**src/rtl/assert_macros.svh**
```systemverilog
// assertion macros shared by the rtl files
// no dependencies; concurrent assertions are removed when SYNTHESIS is set
`ifndef ASSERT_MACROS_SVH
`define ASSERT_MACROS_SVH

`ifndef SYNTHESIS
`define ASSERT_PROP(lbl, clk, rst, prop, msg) \
   lbl: assert property (@(posedge clk) disable iff (rst) prop) else $error(msg);
`define ASSERT_NEVER(lbl, clk, rst, expr, msg) \
   lbl: assert property (@(posedge clk) disable iff (rst) !(expr)) else $error(msg);
`else
`define ASSERT_PROP(lbl, clk, rst, prop, msg)
`define ASSERT_NEVER(lbl, clk, rst, expr, msg)
`endif

`endif

```
**src/rtl/tea_pkg.sv**
```systemverilog
// types, constants and round functions of the tea cipher
// used by tea_cell, tea_out_stage and tea_block_cipher
`default_nettype none

package tea_pkg;

   localparam int ROUNDS    = 32;
   localparam int NUM_CELLS = 2 * ROUNDS;
   localparam int WORD_W    = 32;
   localparam int NUM_KEYS  = 4;
   localparam int CSR_IDX_W = 2;

   localparam logic [WORD_W-1:0] DELTA = 32'h9e3779b9;

   localparam logic [CSR_IDX_W-1:0] KEY0_IDX = 2'd0;
   localparam logic [CSR_IDX_W-1:0] KEY1_IDX = 2'd1;
   localparam logic [CSR_IDX_W-1:0] KEY2_IDX = 2'd2;
   localparam logic [CSR_IDX_W-1:0] KEY3_IDX = 2'd3;

   localparam logic FUNC_ENC = 1'b0;
   localparam logic FUNC_DEC = 1'b1;

   typedef logic [WORD_W-1:0] word_type;
   typedef word_type [NUM_KEYS-1:0] key_type;

   typedef struct packed {
      logic     func;
      word_type word_first;
      word_type word_second;
   } req_type;

   typedef struct packed {
      word_type result_first;
      word_type result_second;
   } rsp_type;

   typedef struct packed {
      logic valid;
      logic func;
   } cell_ctrl_type;

   typedef struct packed {
      word_type y;
      word_type z;
   } cell_data_type;

   function automatic word_type mix(input word_type w, input word_type sum,
                                    input word_type ka, input word_type kb);
      word_type a;
      word_type b;
      word_type c;
      a = (w << 4) + ka;
      b = w + sum;
      c = (w >> 5) + kb;
      return a ^ b ^ c;
   endfunction

   // running sum of round r, evaluated on constants only
   function automatic word_type enc_sum(input int r);
      logic [WORD_W-1:0] k;
      k = WORD_W'(r + 1);
      return DELTA * k;
   endfunction

   function automatic word_type dec_sum(input int r);
      logic [WORD_W-1:0] k;
      k = WORD_W'(ROUNDS - r);
      return DELTA * k;
   endfunction

endpackage

`default_nettype wire

```
**src/rtl/tea_out_stage.sv**
```systemverilog
// output register behind the cell chain; holds a finished block while stalled
// depends on tea_pkg; produces the advance enable for the chain
`default_nettype none

module tea_out_stage
   import tea_pkg::*;
(
   input  wire logic          clock,
   input  wire logic          reset,
   input  wire cell_ctrl_type last_ctrl,
   input  wire cell_data_type last_data,
   input  wire logic          rsp_stall,
   output logic               rsp_valid,
   output rsp_type            rsp_data,
   output logic               pipe_en
);

   logic    out_valid_ff;
   logic    out_valid_in;
   rsp_type out_data_ff;
   logic    load;

   assign load    = last_ctrl.valid && (!out_valid_ff || !rsp_stall);
   assign pipe_en = !(last_ctrl.valid && out_valid_ff && rsp_stall);

   always_comb begin
      out_valid_in = out_valid_ff;
      if (load) begin
         out_valid_in = 1'b1;
      end else if (!rsp_stall) begin
         out_valid_in = 1'b0;
      end
   end

   always_ff @(posedge clock) begin
      if (reset) begin
         out_valid_ff <= 1'b0;
      end else begin
         out_valid_ff <= out_valid_in;
      end
   end

   always_ff @(posedge clock) begin
      if (load) begin
         out_data_ff.result_first  <= last_data.y;
         out_data_ff.result_second <= last_data.z;
      end
   end

   assign rsp_valid = out_valid_ff;
   assign rsp_data  = out_data_ff;

endmodule

`default_nettype wire

```
**config.mk**
```make
export PLATFORM = sky130hd
export DESIGN_NAME = tea_out_stage
export DESIGN_NICKNAME = d
export VERILOG_FILES = /design/src/rtl/assert_macros.svh /design/src/rtl/tea_pkg.sv /design/src/rtl/tea_out_stage.sv
export SDC_FILE = /design/constraint.sdc
export NUM_CORES = 1
export LEC_CHECK = 0
export BUFFER_PORTS_ARGS = -buffer_cell sky130_fd_sc_hd__buf_2
export CAP_MARGIN = 15
export CORE_MARGIN = 5
export CORE_UTILIZATION = 38
export CTS_BUF_LIST = sky130_fd_sc_hd__clkbuf_2
export CTS_CLUSTER_DIAMETER = 120
export DETAILED_ROUTE_END_ITERATION = 12
export PLACE_DENSITY = 0.78
export RECOVER_POWER = 25
export SETUP_SLACK_MARGIN = 0.1
export SLEW_MARGIN = 0
export SYNTH_ARGS = -nofsm -noshare
export SYNTH_HDL_FRONTEND = slang
export SYNTH_SLANG_ARGS = --single-unit
```
**constraint.sdc**
```tcl
create_clock -name clock -period 3.9 [get_ports clock]
set_input_delay 0.585 -clock clock [delete_from_list [all_inputs] [get_ports clock]]
set_output_delay 0.585 -clock clock [all_outputs]
set_load 0.02 [all_outputs]
```
# == After elaboration in Yosys (flattened, before gate mapping) ==
# Cells that the tools add are included.
# op_classes
eq_ne,1
mux,2
n_reduce_logical,7
# op_table
operator,n
$logic_and 1x1->1,3
$logic_not 1->1,3
$mux 1,2
$ne 2x1->1 const B,1
$logic_or 1x1->1,1
# word_totals
register_bits,65
out_inout_bits,66
word_cells,13

# == Depth between registers and ports, before layout ==
# logic_depth
ltp_word,4
mapped_depth,2
ltp_nobuf,2

# == Least setup slack after synthesis ==
# No wires, ideal clock.
# synth_timing
path_type,input to register
startpoint,input last_ctrl[1] in the netlist's numbering
endpoint,"register out_data_ff, in the netlist rsp_data[0], enable pin"
t_arrival_ns,3.649
setup_slack_ns,-0.252
stages,1
n_path_buf,0
cell_sequence,a21boi_1
# synth_between
elab_chain_len,1
# synth_rtl
item,line_no,source
start: declaration,tea_out_stage.sv:10,"input wire cell_ctrl_type last_ctrl,"
$logic_and 1x1->1,tea_out_stage.sv:23,assign load = last_ctrl.valid && (!out_valid_ff || !rsp_stall);
end: declaration,tea_out_stage.sv:20,rsp_type out_data_ff;
# Every way passes these cells.
# A chain may end at the register's enable or synchronous reset.

# == Worst setup path in the final report ==
# layout_timing
startpoint,"register out_valid_ff, in the netlist rsp_valid"
endpoint,"register out_data_ff, in the netlist rsp_data[13], enable pin"
# layout_between
elab_chain_len,3
# layout_rtl
item,line_no,source
start: declaration,tea_out_stage.sv:18,logic out_valid_ff;
start signal: assignment,tea_out_stage.sv:39,out_valid_ff <= out_valid_in;
$logic_not 1->1,tea_out_stage.sv:23,
$logic_or 1x1->1,tea_out_stage.sv:23,
$logic_and 1x1->1,tea_out_stage.sv:23,
via load,tea_out_stage.sv:21,logic load;
# The timed path passes the listed nets, and every way through them passes these cells.

==> flow_metrics.env <==
export IMPL_status="finished, final reports clean"
export IMPL_firstDrtPassIters=4
export IMPL_grt_total_usage_pct=13.7
export IMPL_worstPathArrival_ps=2020
export IMPL_synth_edf_count=64
export IMPL_layout_nets=284
export IMPL_core_mm2=0.00507
export IMPL_synth_simple_area_share_pct=0.446
export IMPL_cp_required_ps=4060
export IMPL_drt_total_wl_um=4300
export IMPL_path_clk_slew_ps=170
export IMPL_drtAntennaViolNets=0
export IMPL_power_per_cell_area_mw_per_mm2=471
export IMPL_whs_endpoint="rsp_valid"
export IMPL_reg2reg_depth=2
export IMPL_drc=0
export IMPL_die_area_mm2=0.00670
export IMPL_tns_ps=0
export IMPL_rr_endpoint="rsp_data[13]"
export IMPL_path_max_fanout=31
export IMPL_antennaDiodeCount=0
export IMPL_syn_instance_count=69
export IMPL_hold_depth=2
export IMPL_synth_warnings=0
export IMPL_place_inst=274
export IMPL_synthTopCellsByArea="edfxtp_1 98%, dfxtp_1 1.0%, a21boi_1 0.38%, a21oi_1 0.25%, nand3_1 0.25%"
export IMPL_cts_repair_resized=0
export IMPL_ys_ff_latch=65
export IMPL_stdcell_count=289
export IMPL_post_cts_buffers=0
export IMPL_critical_path_class="reg2reg"
export IMPL_min_from="reset"
export IMPL_vias=1211
export IMPL_synth_area_leader_cell="edfxtp_1"
export IMPL_synth_compound_area_share_pct=0.637
export IMPL_die_height_um=81.9
export IMPL_synth_nets=138
export IMPL_avgSynthCellArea_um2=28.5
export IMPL_finalCritPeriodShare_pct=47.7
export IMPL_ir_drop_v=0.000299
export IMPL_skew_ps=15.6
export IMPL_ys_flop_type="edfxtp_1"
export IMPL_clkSinkCount=65
export IMPL_synth_area_mm2=0.00196
export IMPL_setup_viol=0
export IMPL_synthMuxAreaShare_pct=0
export IMPL_root_buffer="clkbuf_2"
export IMPL_power_total_w=0.00135
export IMPL_cts_tree="built"
export IMPL_areaGrowthSynthToFinish_pct=45.6
export IMPL_synth_xor_area_share_pct=0
export IMPL_cts_made_buffers=9
export IMPL_rows=26
export IMPL_cts_hold_buffers=0
export IMPL_r2r_start="rsp_valid"
export IMPL_synth_top_family_by_area="compound AO/OA/AOI/OAI gates"
export IMPL_ios=135
export IMPL_io_buffers=133
export IMPL_start_util_pct=38.7
export IMPL_max_slew_margin_rel_pct=39.2
export IMPL_synth_most_common_cell="edfxtp_1"
export IMPL_fin_util_pct=56.3
export IMPL_grt_max_degree=32
export IMPL_cap_violations=0
export IMPL_synthAdderAreaFrac_pct=0
export IMPL_htree_num_levels=3
export IMPL_ys_seq_area_share_pct=98.9
export IMPL_drive_gt1_share_pct=68.9
export IMPL_p_leak_nw=1.23
export IMPL_async_flop_share_pct=0
export IMPL_start_kind="flip-flop"
export IMPL_cp_end_kind="flip-flop"
export IMPL_clk_path_buf_depth=2
export IMPL_dieWidth_um=81.9
export IMPL_fmax_ghz=0.537
export IMPL_final_period_minus_worst_setup_slack_ps=1860
export IMPL_grt_ovfl_total=0
export IMPL_routedWlPerCell_um=14.9
export IMPL_worstMarginPinSlew_ps=909
export IMPL_antenna_found_initial=0
export IMPL_rsz0062_at_grt="false"
export IMPL_hold_class="in2reg"
export IMPL_viasPerCell=4.19
export IMPL_synthDistinctLibCells=6
export IMPL_drt_iter0_markers=30
export IMPL_clock_latency_ps=470
export IMPL_fin_area_mm2=0.00286
export IMPL_finalMaxSlewViolations=0
export IMPL_place_congestion=0.703
export IMPL_dpl_cell_area_mm2=0.00274
export IMPL_r2r_slack_ps=2040
export IMPL_grt_pass1_vias=1301
export IMPL_grt_pass1_wl_um=6380
export IMPL_synth_top_cell_area_share_pct=97.9
export IMPL_hold_violations=0
==> logic make-up after synthesis <==
kind of cell / Yosys count
compound gates: 2
flops: 65
simple gates: 2
==> worst max path at each step <==
| stage | from | end | slack, ps | cells after the start |
|---|---|---|---|---|
| global placement | rsp_stall | rsp_data[18] | 1700 | 3 |
| floorplan | last_ctrl[1] | rsp_data[0] | 1130 | 1 |
| detailed placement | rsp_stall | rsp_data[18] | 1670 | 3 |
| CTS | rsp_valid | rsp_data[27] | 2000 | 2 |
| global route | rsp_valid | rsp_data[53] | 1920 | 2 |
| finish | rsp_valid | rsp_data[13] | 2040 | 2 |
==> critical path, cell delays in order, from the launching register on <==
cell      delay [ps]
dfxtp_1          390
a21boi_4         740
buf_4            430
==> registers in the layout (all words and copies together), names as in the netlist <==
signal,flops
rsp_valid,1
rsp_data,64
==> where the power goes <==
| part | switching [W] | internal (W) | leakage, nW |
|---|---|---|---|
| registers | 0.00000887 | 0.000815 | 0.627 |
| logic | 0.0000913 | 0.0000516 | 0.545 |
| clock network | 0.000234 | 0.000146 | 0.0602 |
| total | 0.000334 | 0.00101 | 1.23 |
==> layout make-up <==
cell class                 instances  area, µm²
fill                             418       2220
tap                               70       87.6
clock buffer                       9       45.0
clock inverter                     6       70.1
multi-input combinational          4       32.5
sequential                        65       1940
timing repair buffer             135        681
==> metal layers <==
| layer | global-route usage [%] | routed length [µm] | vias to the layer above |
|---|---|---|---|
| li1 | - | - | 571 |
| met1 | 11.9 | 1210 | 536 |
| met4 | 6.64 | 97 | 0 |
| met3 | 12.8 | 818 | 11 |
| met2 | 21.2 | 2180 | 93 |
| met5 | 0 | 0 | - |
==> cells in the final DEF, fill, tap and decap left out <==
cell	count
a21boi_4	1
nor2_1	1
edfxtp_1	64
clkinv_4	2
buf_2	133
a21oi_1	1
nand3_1	1
dfxtp_1	1
clkbuf_2	9
bufinv_16	1
buf_4	2
clkinvlp_4	3
==> stage by stage <==
stage / hold WS (ps) / setup slack (ps)
after floorplan: 611 / 1130
after global placement: 553 / 1700
after detailed placement: 583 / 1670
after CTS: 201 / 2000
after global routing: 169 / 1920
final: 259 / 2040
(Power assumes the default switching activity.)
