`config.mk`:
```
export PLATFORM = sky130hd
export DESIGN_NAME = tea_cell
export DESIGN_NICKNAME = d
export VERILOG_FILES = /design/src/rtl/assert_macros.svh /design/src/rtl/tea_pkg.sv /design/src/rtl/tea_cell.sv
export SDC_FILE = /design/constraint.sdc
export NUM_CORES = 1
export LEC_CHECK = 0
export ABC_CLOCK_PERIOD_IN_PS = 8700
export BUFFER_PORTS_ARGS = -buffer_cell sky130_fd_sc_hd__buf_2
export CORE_ASPECT_RATIO = 1.75
export CORE_MARGIN = 4
export CORE_UTILIZATION = 50
export DETAILED_ROUTE_END_ITERATION = 12
export GPL_ROUTABILITY_DRIVEN = 0
export PLACE_DENSITY = 0.89
export SLEW_MARGIN = 20
export SYNTH_ARGS = -nofsm -noshare
export SYNTH_HDL_FRONTEND = slang
export SYNTH_SLANG_ARGS = --single-unit
```
`constraint.sdc`:
```
create_clock -name clock -period 8.7 [get_ports clock]
set_input_delay 1.305 -clock clock [delete_from_list [all_inputs] [get_ports clock]]
set_output_delay 1.305 -clock clock [all_outputs]
set_load 0.01 [all_outputs]
```
`src/rtl/assert_macros.svh`:
```
// assertion macros shared by the rtl files
// no dependencies; concurrent assertions are removed when SYNTHESIS is set
`ifndef ASSERT_MACROS_SVH
`define ASSERT_MACROS_SVH

`ifndef SYNTHESIS
`define ASSERT_PROP(lbl, clk, rst, prop, msg) \
   lbl: assert property (@(posedge clk) disable iff (rst) prop) else $error(msg);
`define ASSERT_NEVER(lbl, clk, rst, expr, msg) \
   lbl: assert property (@(posedge clk) disable iff (rst) !(expr)) else $error(msg);
`else
`define ASSERT_PROP(lbl, clk, rst, prop, msg)
`define ASSERT_NEVER(lbl, clk, rst, expr, msg)
`endif

`endif

```
`src/rtl/tea_pkg.sv`:
```
// types, constants and round functions of the tea cipher
// used by tea_cell, tea_out_stage and tea_block_cipher
`default_nettype none

package tea_pkg;

   localparam int ROUNDS    = 32;
   localparam int NUM_CELLS = 2 * ROUNDS;
   localparam int WORD_W    = 32;
   localparam int NUM_KEYS  = 4;
   localparam int CSR_IDX_W = 2;

   localparam logic [WORD_W-1:0] DELTA = 32'h9e3779b9;

   localparam logic [CSR_IDX_W-1:0] KEY0_IDX = 2'd0;
   localparam logic [CSR_IDX_W-1:0] KEY1_IDX = 2'd1;
   localparam logic [CSR_IDX_W-1:0] KEY2_IDX = 2'd2;
   localparam logic [CSR_IDX_W-1:0] KEY3_IDX = 2'd3;

   localparam logic FUNC_ENC = 1'b0;
   localparam logic FUNC_DEC = 1'b1;

   typedef logic [WORD_W-1:0] word_type;
   typedef word_type [NUM_KEYS-1:0] key_type;

   typedef struct packed {
      logic     func;
      word_type word_first;
      word_type word_second;
   } req_type;

   typedef struct packed {
      word_type result_first;
      word_type result_second;
   } rsp_type;

   typedef struct packed {
      logic valid;
      logic func;
   } cell_ctrl_type;

   typedef struct packed {
      word_type y;
      word_type z;
   } cell_data_type;

   function automatic word_type mix(input word_type w, input word_type sum,
                                    input word_type ka, input word_type kb);
      word_type a;
      word_type b;
      word_type c;
      a = (w << 4) + ka;
      b = w + sum;
      c = (w >> 5) + kb;
      return a ^ b ^ c;
   endfunction

   // running sum of round r, evaluated on constants only
   function automatic word_type enc_sum(input int r);
      logic [WORD_W-1:0] k;
      k = WORD_W'(r + 1);
      return DELTA * k;
   endfunction

   function automatic word_type dec_sum(input int r);
      logic [WORD_W-1:0] k;
      k = WORD_W'(ROUNDS - r);
      return DELTA * k;
   endfunction

endpackage

`default_nettype wire

```
`src/rtl/tea_cell.sv`:
```
// one half round of tea: updates one word of the block from the other
// depends on tea_pkg; round sums and position are tied off by the top level
`default_nettype none

module tea_cell
   import tea_pkg::*;
(
   input  wire logic          clock,
   input  wire logic          reset,
   input  wire logic          en,
   input  wire logic          odd,
   input  wire word_type      sum_enc,
   input  wire word_type      sum_dec,
   input  wire key_type       keys,
   input  wire cell_ctrl_type ctrl_in,
   input  wire cell_data_type data_in,
   output cell_ctrl_type      ctrl_out,
   output cell_data_type      data_out
);

   cell_ctrl_type ctrl_ff;
   cell_data_type data_ff;
   cell_data_type data_in_nxt;

   logic     upd_y;
   word_type src;
   word_type tgt;
   word_type ka;
   word_type kb;
   word_type sum;
   word_type m;
   word_type res;

   // encrypt updates y in even cells, decrypt updates z first
   assign upd_y = ~(ctrl_in.func ^ odd);
   assign src   = upd_y ? data_in.z : data_in.y;
   assign tgt   = upd_y ? data_in.y : data_in.z;
   assign ka    = upd_y ? keys[0] : keys[2];
   assign kb    = upd_y ? keys[1] : keys[3];
   assign sum   = (ctrl_in.func == FUNC_DEC) ? sum_dec : sum_enc;
   assign m     = mix(src, sum, ka, kb);
   assign res   = (ctrl_in.func == FUNC_DEC) ? (tgt - m) : (tgt + m);

   always_comb begin
      data_in_nxt = data_in;
      if (upd_y) begin
         data_in_nxt.y = res;
      end else begin
         data_in_nxt.z = res;
      end
   end

   always_ff @(posedge clock) begin
      if (reset) begin
         ctrl_ff.valid <= 1'b0;
      end else if (en) begin
         ctrl_ff.valid <= ctrl_in.valid;
      end
      if (en) begin
         ctrl_ff.func <= ctrl_in.func;
         data_ff      <= data_in_nxt;
      end
   end

   assign ctrl_out = ctrl_ff;
   assign data_out = data_ff;

endmodule

`default_nettype wire

```
After elaboration in Yosys (flattened, before gate mapping):

Cells that the tools add are included.

* $add $sub $neg: 5
* mux-type cells: 8
* bitwise gates (word level): 3

Operator list (number)
* 32-bit two-way mux: 8
* 32-bit adder: 3
* 32-bit XOR: 2
* 27-bit by 32-bit adder with 32-bit output: 1
* 32-bit subtractor: 1
* 1-bit XOR: 1

* register bits: 66
* input port bits: 262
* logic and storage cells: 20

Logic depth before layout (Yosys ltp):

* depth in word-level cells: 8
* depth in mapped cells: 36

Worst setup path after synthesis:

OpenSTA, ideal clock, no wires.

* path type: input-to-reg
* from: input port ctrl_in[0] (netlist bit)
* to: register data_ff, in the netlist data_out[31], data pin
* arrival: 8.088 ns
* path slack: 0.340 ns
* stages: 33
* buffers on the path: 5
* cells stage by stage: buf_6 > xnor2_1 > buf_2 > clkbuf_1 > clkbuf_1 > clkbuf_1 > nand2_1 > nand2_1 > ha_1 > a211o_1 > a211oi_1 > o21bai_1 > a21oi_1 > xnor3_1 > xor2_1 > or2_2 > nand3b_1 > o31a_1 > xnor2_1 > ha_1 > nand4_1 > nor2_1 > a211oi_1 > or2_2 > o211ai_1 > nand4_1 > nand2_1 > a21oi_1 > o21ai_0 > a21oi_1 > xnor3_1 > xor2_1 > o221ai_1

RTL lines
* start, declared: line tea_cell.sv:15 `input wire cell_ctrl_type ctrl_in,`
* end signal, assigned: line tea_cell.sv:61 `data_ff <= data_in_nxt;`
* end, declared: line tea_cell.sv:22 `cell_data_type data_ff;`

==> impl_metrics.json <==
{
  "path_clk_slew_ns": 0.06,
  "synth_edf_count": 65,
  "rsz0062_at_grt": "no",
  "async_flop_share": 0,
  "cp_num_buf_inv": 4,
  "status": "finished clean",
  "tightest_slew_ns": 0.849,
  "drive_gt1_frac": 0.233,
  "ir_worst_vdd_mv": 0.251,
  "cpLargestDelayFamily": "compound AO/OA/AOI/OAI gates",
  "cts_buffers": 9,
  "antenna_found_initial": 2,
  "start_util": 0.510,
  "first_global_vias": 13178,
  "period_minus_slack_ns": 8.24,
  "h-tree-depth": 3,
  "viasPerCell": 6.14,
  "grt_overflow": 0,
  "grt_pass1_wl_um": 67300,
  "yosys.area.top_type": "edfxtp_1",
  "fin_worst_skew_ns": 0,
  "die_height_um": 212,
  "relSlewSlack": 0.434,
  "required_ns": 8.77,
  "whs_ns": 0.494,
  "grt_max_degree": 67,
  "ys_seq_elements": 66,
  "die_area_um2": 26500,
  "clockBufferDepth": 2,
  "arrival_ns": 8.31,
  "synthCells": 1596,
  "insertion_delay_ns": 0.33,
  "cts-root-buf": "clkbuf_16",
  "post-place-ws_ns": 0.171,
  "drv_slew": 0,
  "fin_tns_setup_ns": 0,
  "area_delta_synth_final_pct": 20.5,
  "yosysWarnings": 0,
  "crit_path_start_kind": "primary input",
  "synth-main-ff-cell": "edfxtp_1",
  "fp.dieW_um": 125,
  "reg2reg_slack_ns": 8.12,
  "vias": 13649,
  "synth_area_per_cell_um2": 7.48,
  "slowest_stage": "nor4_2",
  "rows": 74,
  "synth_top_area_frac": 0.164,
  "yosysUniqueCellTypes": 78,
  "route.final.wire_length_um": 45500,
  "num-fill-cells": 1965,
  "setup_slack_ns": 0.459,
  "portBuffers": 327,
  "synth_nets": 1978,
  "core_um2": 23400,
  "crit_path_end_kind": "flip-flop",
  "grt_util_all_layers": 0.323,
  "post_drt_wl_per_cell_um": 20.5,
  "leakage_uw": 0.00694,
  "ys_seq_area_frac": 0.165,
  "synth_area_um2": 11900,
  "crit_top_cell": "a21oi_1",
  "timing.final.crit_share": 0.947,
  "dpl-instance-area_um2": 14000,
  "setup_violations": 0,
  "yosys-top-cells-area": "edfxtp_1 (16%), nand2_1 (13%), ha_1 (12%)",
  "ant_nets": 0,
  "worstPathMaxFanout": 50,
  "hold_class": "flip-flop to flip-flop",
  "cpPeakStageDelay_ns": 0.48,
  "io_pins": 328,
  "hold_viol_final": 0,
  "cts_tree": "built",
  "design_area_um2": 14400,
  "criticalPathCategory": "primary input to flip-flop",
  "cts.sinks": 66,
  "firstDrtPassIters": 7,
  "p_per_area_nw_per_um2": 370,
  "dp_hpwl_um": 37300,
  "cap_violations": 0,
  "drt_iter0_drc": 1000,
  "final_nets": 2293,
  "fmax_mhz": 121,
  "remaining_drc_errors": 0
}
[cell type report]
| class | count | area [um2] | area share |
|---|---|---|---|
| Antenna cell | 2 | 5.00 | 0.000348 |
| Clock buffer | 9 | 225 | 0.0157 |
| Clock inverter | 7 | 77.6 | 0.00539 |
| Inverter | 35 | 131 | 0.00913 |
| Multi-Input combinational cell | 1438 | 9630 | 0.669 |
| Sequential cell | 66 | 1970 | 0.137 |
| Tap cell | 304 | 380 | 0.0264 |
| Timing Repair Buffer | 361 | 1970 | 0.137 |
[path summary, 6_finish.rpt]
check                   start           end  depth (start not counted)
setup reg to reg  ctrl_out[1]   ctrl_out[1]                          2
hold reg to reg   ctrl_out[1]   ctrl_out[1]                          2
setup / recovery   ctrl_in[0]  data_out[31]                         28
hold / removal    ctrl_out[1]   ctrl_out[1]                          2
[cell usage after synthesis (5+ instances only)]
cell type,n
a21oi_1,124
nand2b_1,16
nor2b_1,19
ha_1,118
o21ai_0,109
nand4_1,18
nand2_1,401
o221ai_1,6
clkbuf_1,42
o31ai_1,8
xnor3_1,9
xor2_1,53
nor3_1,19
nand3_1,31
buf_1,8
xnor2_1,150
o21a_1,11
or2_2,7
o22ai_1,6
or3_1,6
a211oi_1,12
mux2_2,32
o211ai_1,13
a21o_1,40
o21bai_1,18
o21ai_1,5
mux2i_1,24
and2_1,14
inv_1,35
nor2_1,76
edfxtp_1,65
a31oi_1,12
[state kept, by name, indices dropped and copies added (netlist names)]
signal,cells
data_out,64
ctrl_out,2
[tightest hold or removal path, delay by kind of cell (launching register included)]
kind	cells	cell delay, ns
simple gates	1	0.07
mux	1	0.06
flops	1	0.32
[what timing repair did]
action                     in CTS  in global routing
buffers inserted                0                  6
hold buffers                    0                  0
gates resized for setup         0                 10
setup endpoints to repair       0                  2
[per-layer routing]
layer	vias to the layer above	global-route usage	wire (um)
li1	6310	-	-
met1	6113	0.287	13600
met2	901	0.580	22300
met3	325	0.0711	3800
met4	0	0.335	5840
met5	-	0	0
[report_power, final]
part	internal, uW	total, uW	switching, uW	leakage [uW]
sequential	617	659	41.6	0.000643
clock	224	367	142	0.000146
combinational	1740	4290	2550	0.00615
[cell families after synthesis]
logic type               count (synthesis)  share of synthesized area
flip-flops                              66                      0.165
AO/OA/AOI/OAI                          405                      0.210
AND/OR/NAND/NOR                        634                      0.234
adder cells (fa/ha/maj)                123                      0.130
buffers and inverters                   93                     0.0322
multiplexers                            61                     0.0591
XOR/XNOR                               214                      0.170
[stage by stage]
step                std cells  power (uW)  utilization
global route             2222        5670        0.614
floorplan                1596        3670            -
detailed placement       2197        4770        0.596
global placement         2197        4650        0.596
CTS                      2213        5170        0.609
finish                   2222        5320        0.614
[cell usage in the layout, fill, tap and decap left out, drive strengths merged, types with 19 or more instances in the layout]
| cell type | instances |
|---|---|
| nor3 | 20 |
| nand2 | 401 |
| o21ai | 115 |
| mux2i | 24 |
| a21o | 40 |
| nor2b | 19 |
| a21oi | 124 |
| xnor2 | 150 |
| nor2 | 76 |
| mux2 | 33 |
| edfxtp | 65 |
| ha | 118 |
| inv | 37 |
| xor2 | 55 |
| nand3 | 31 |
| buf | 361 |
Power figures use the tool's default switching activity.
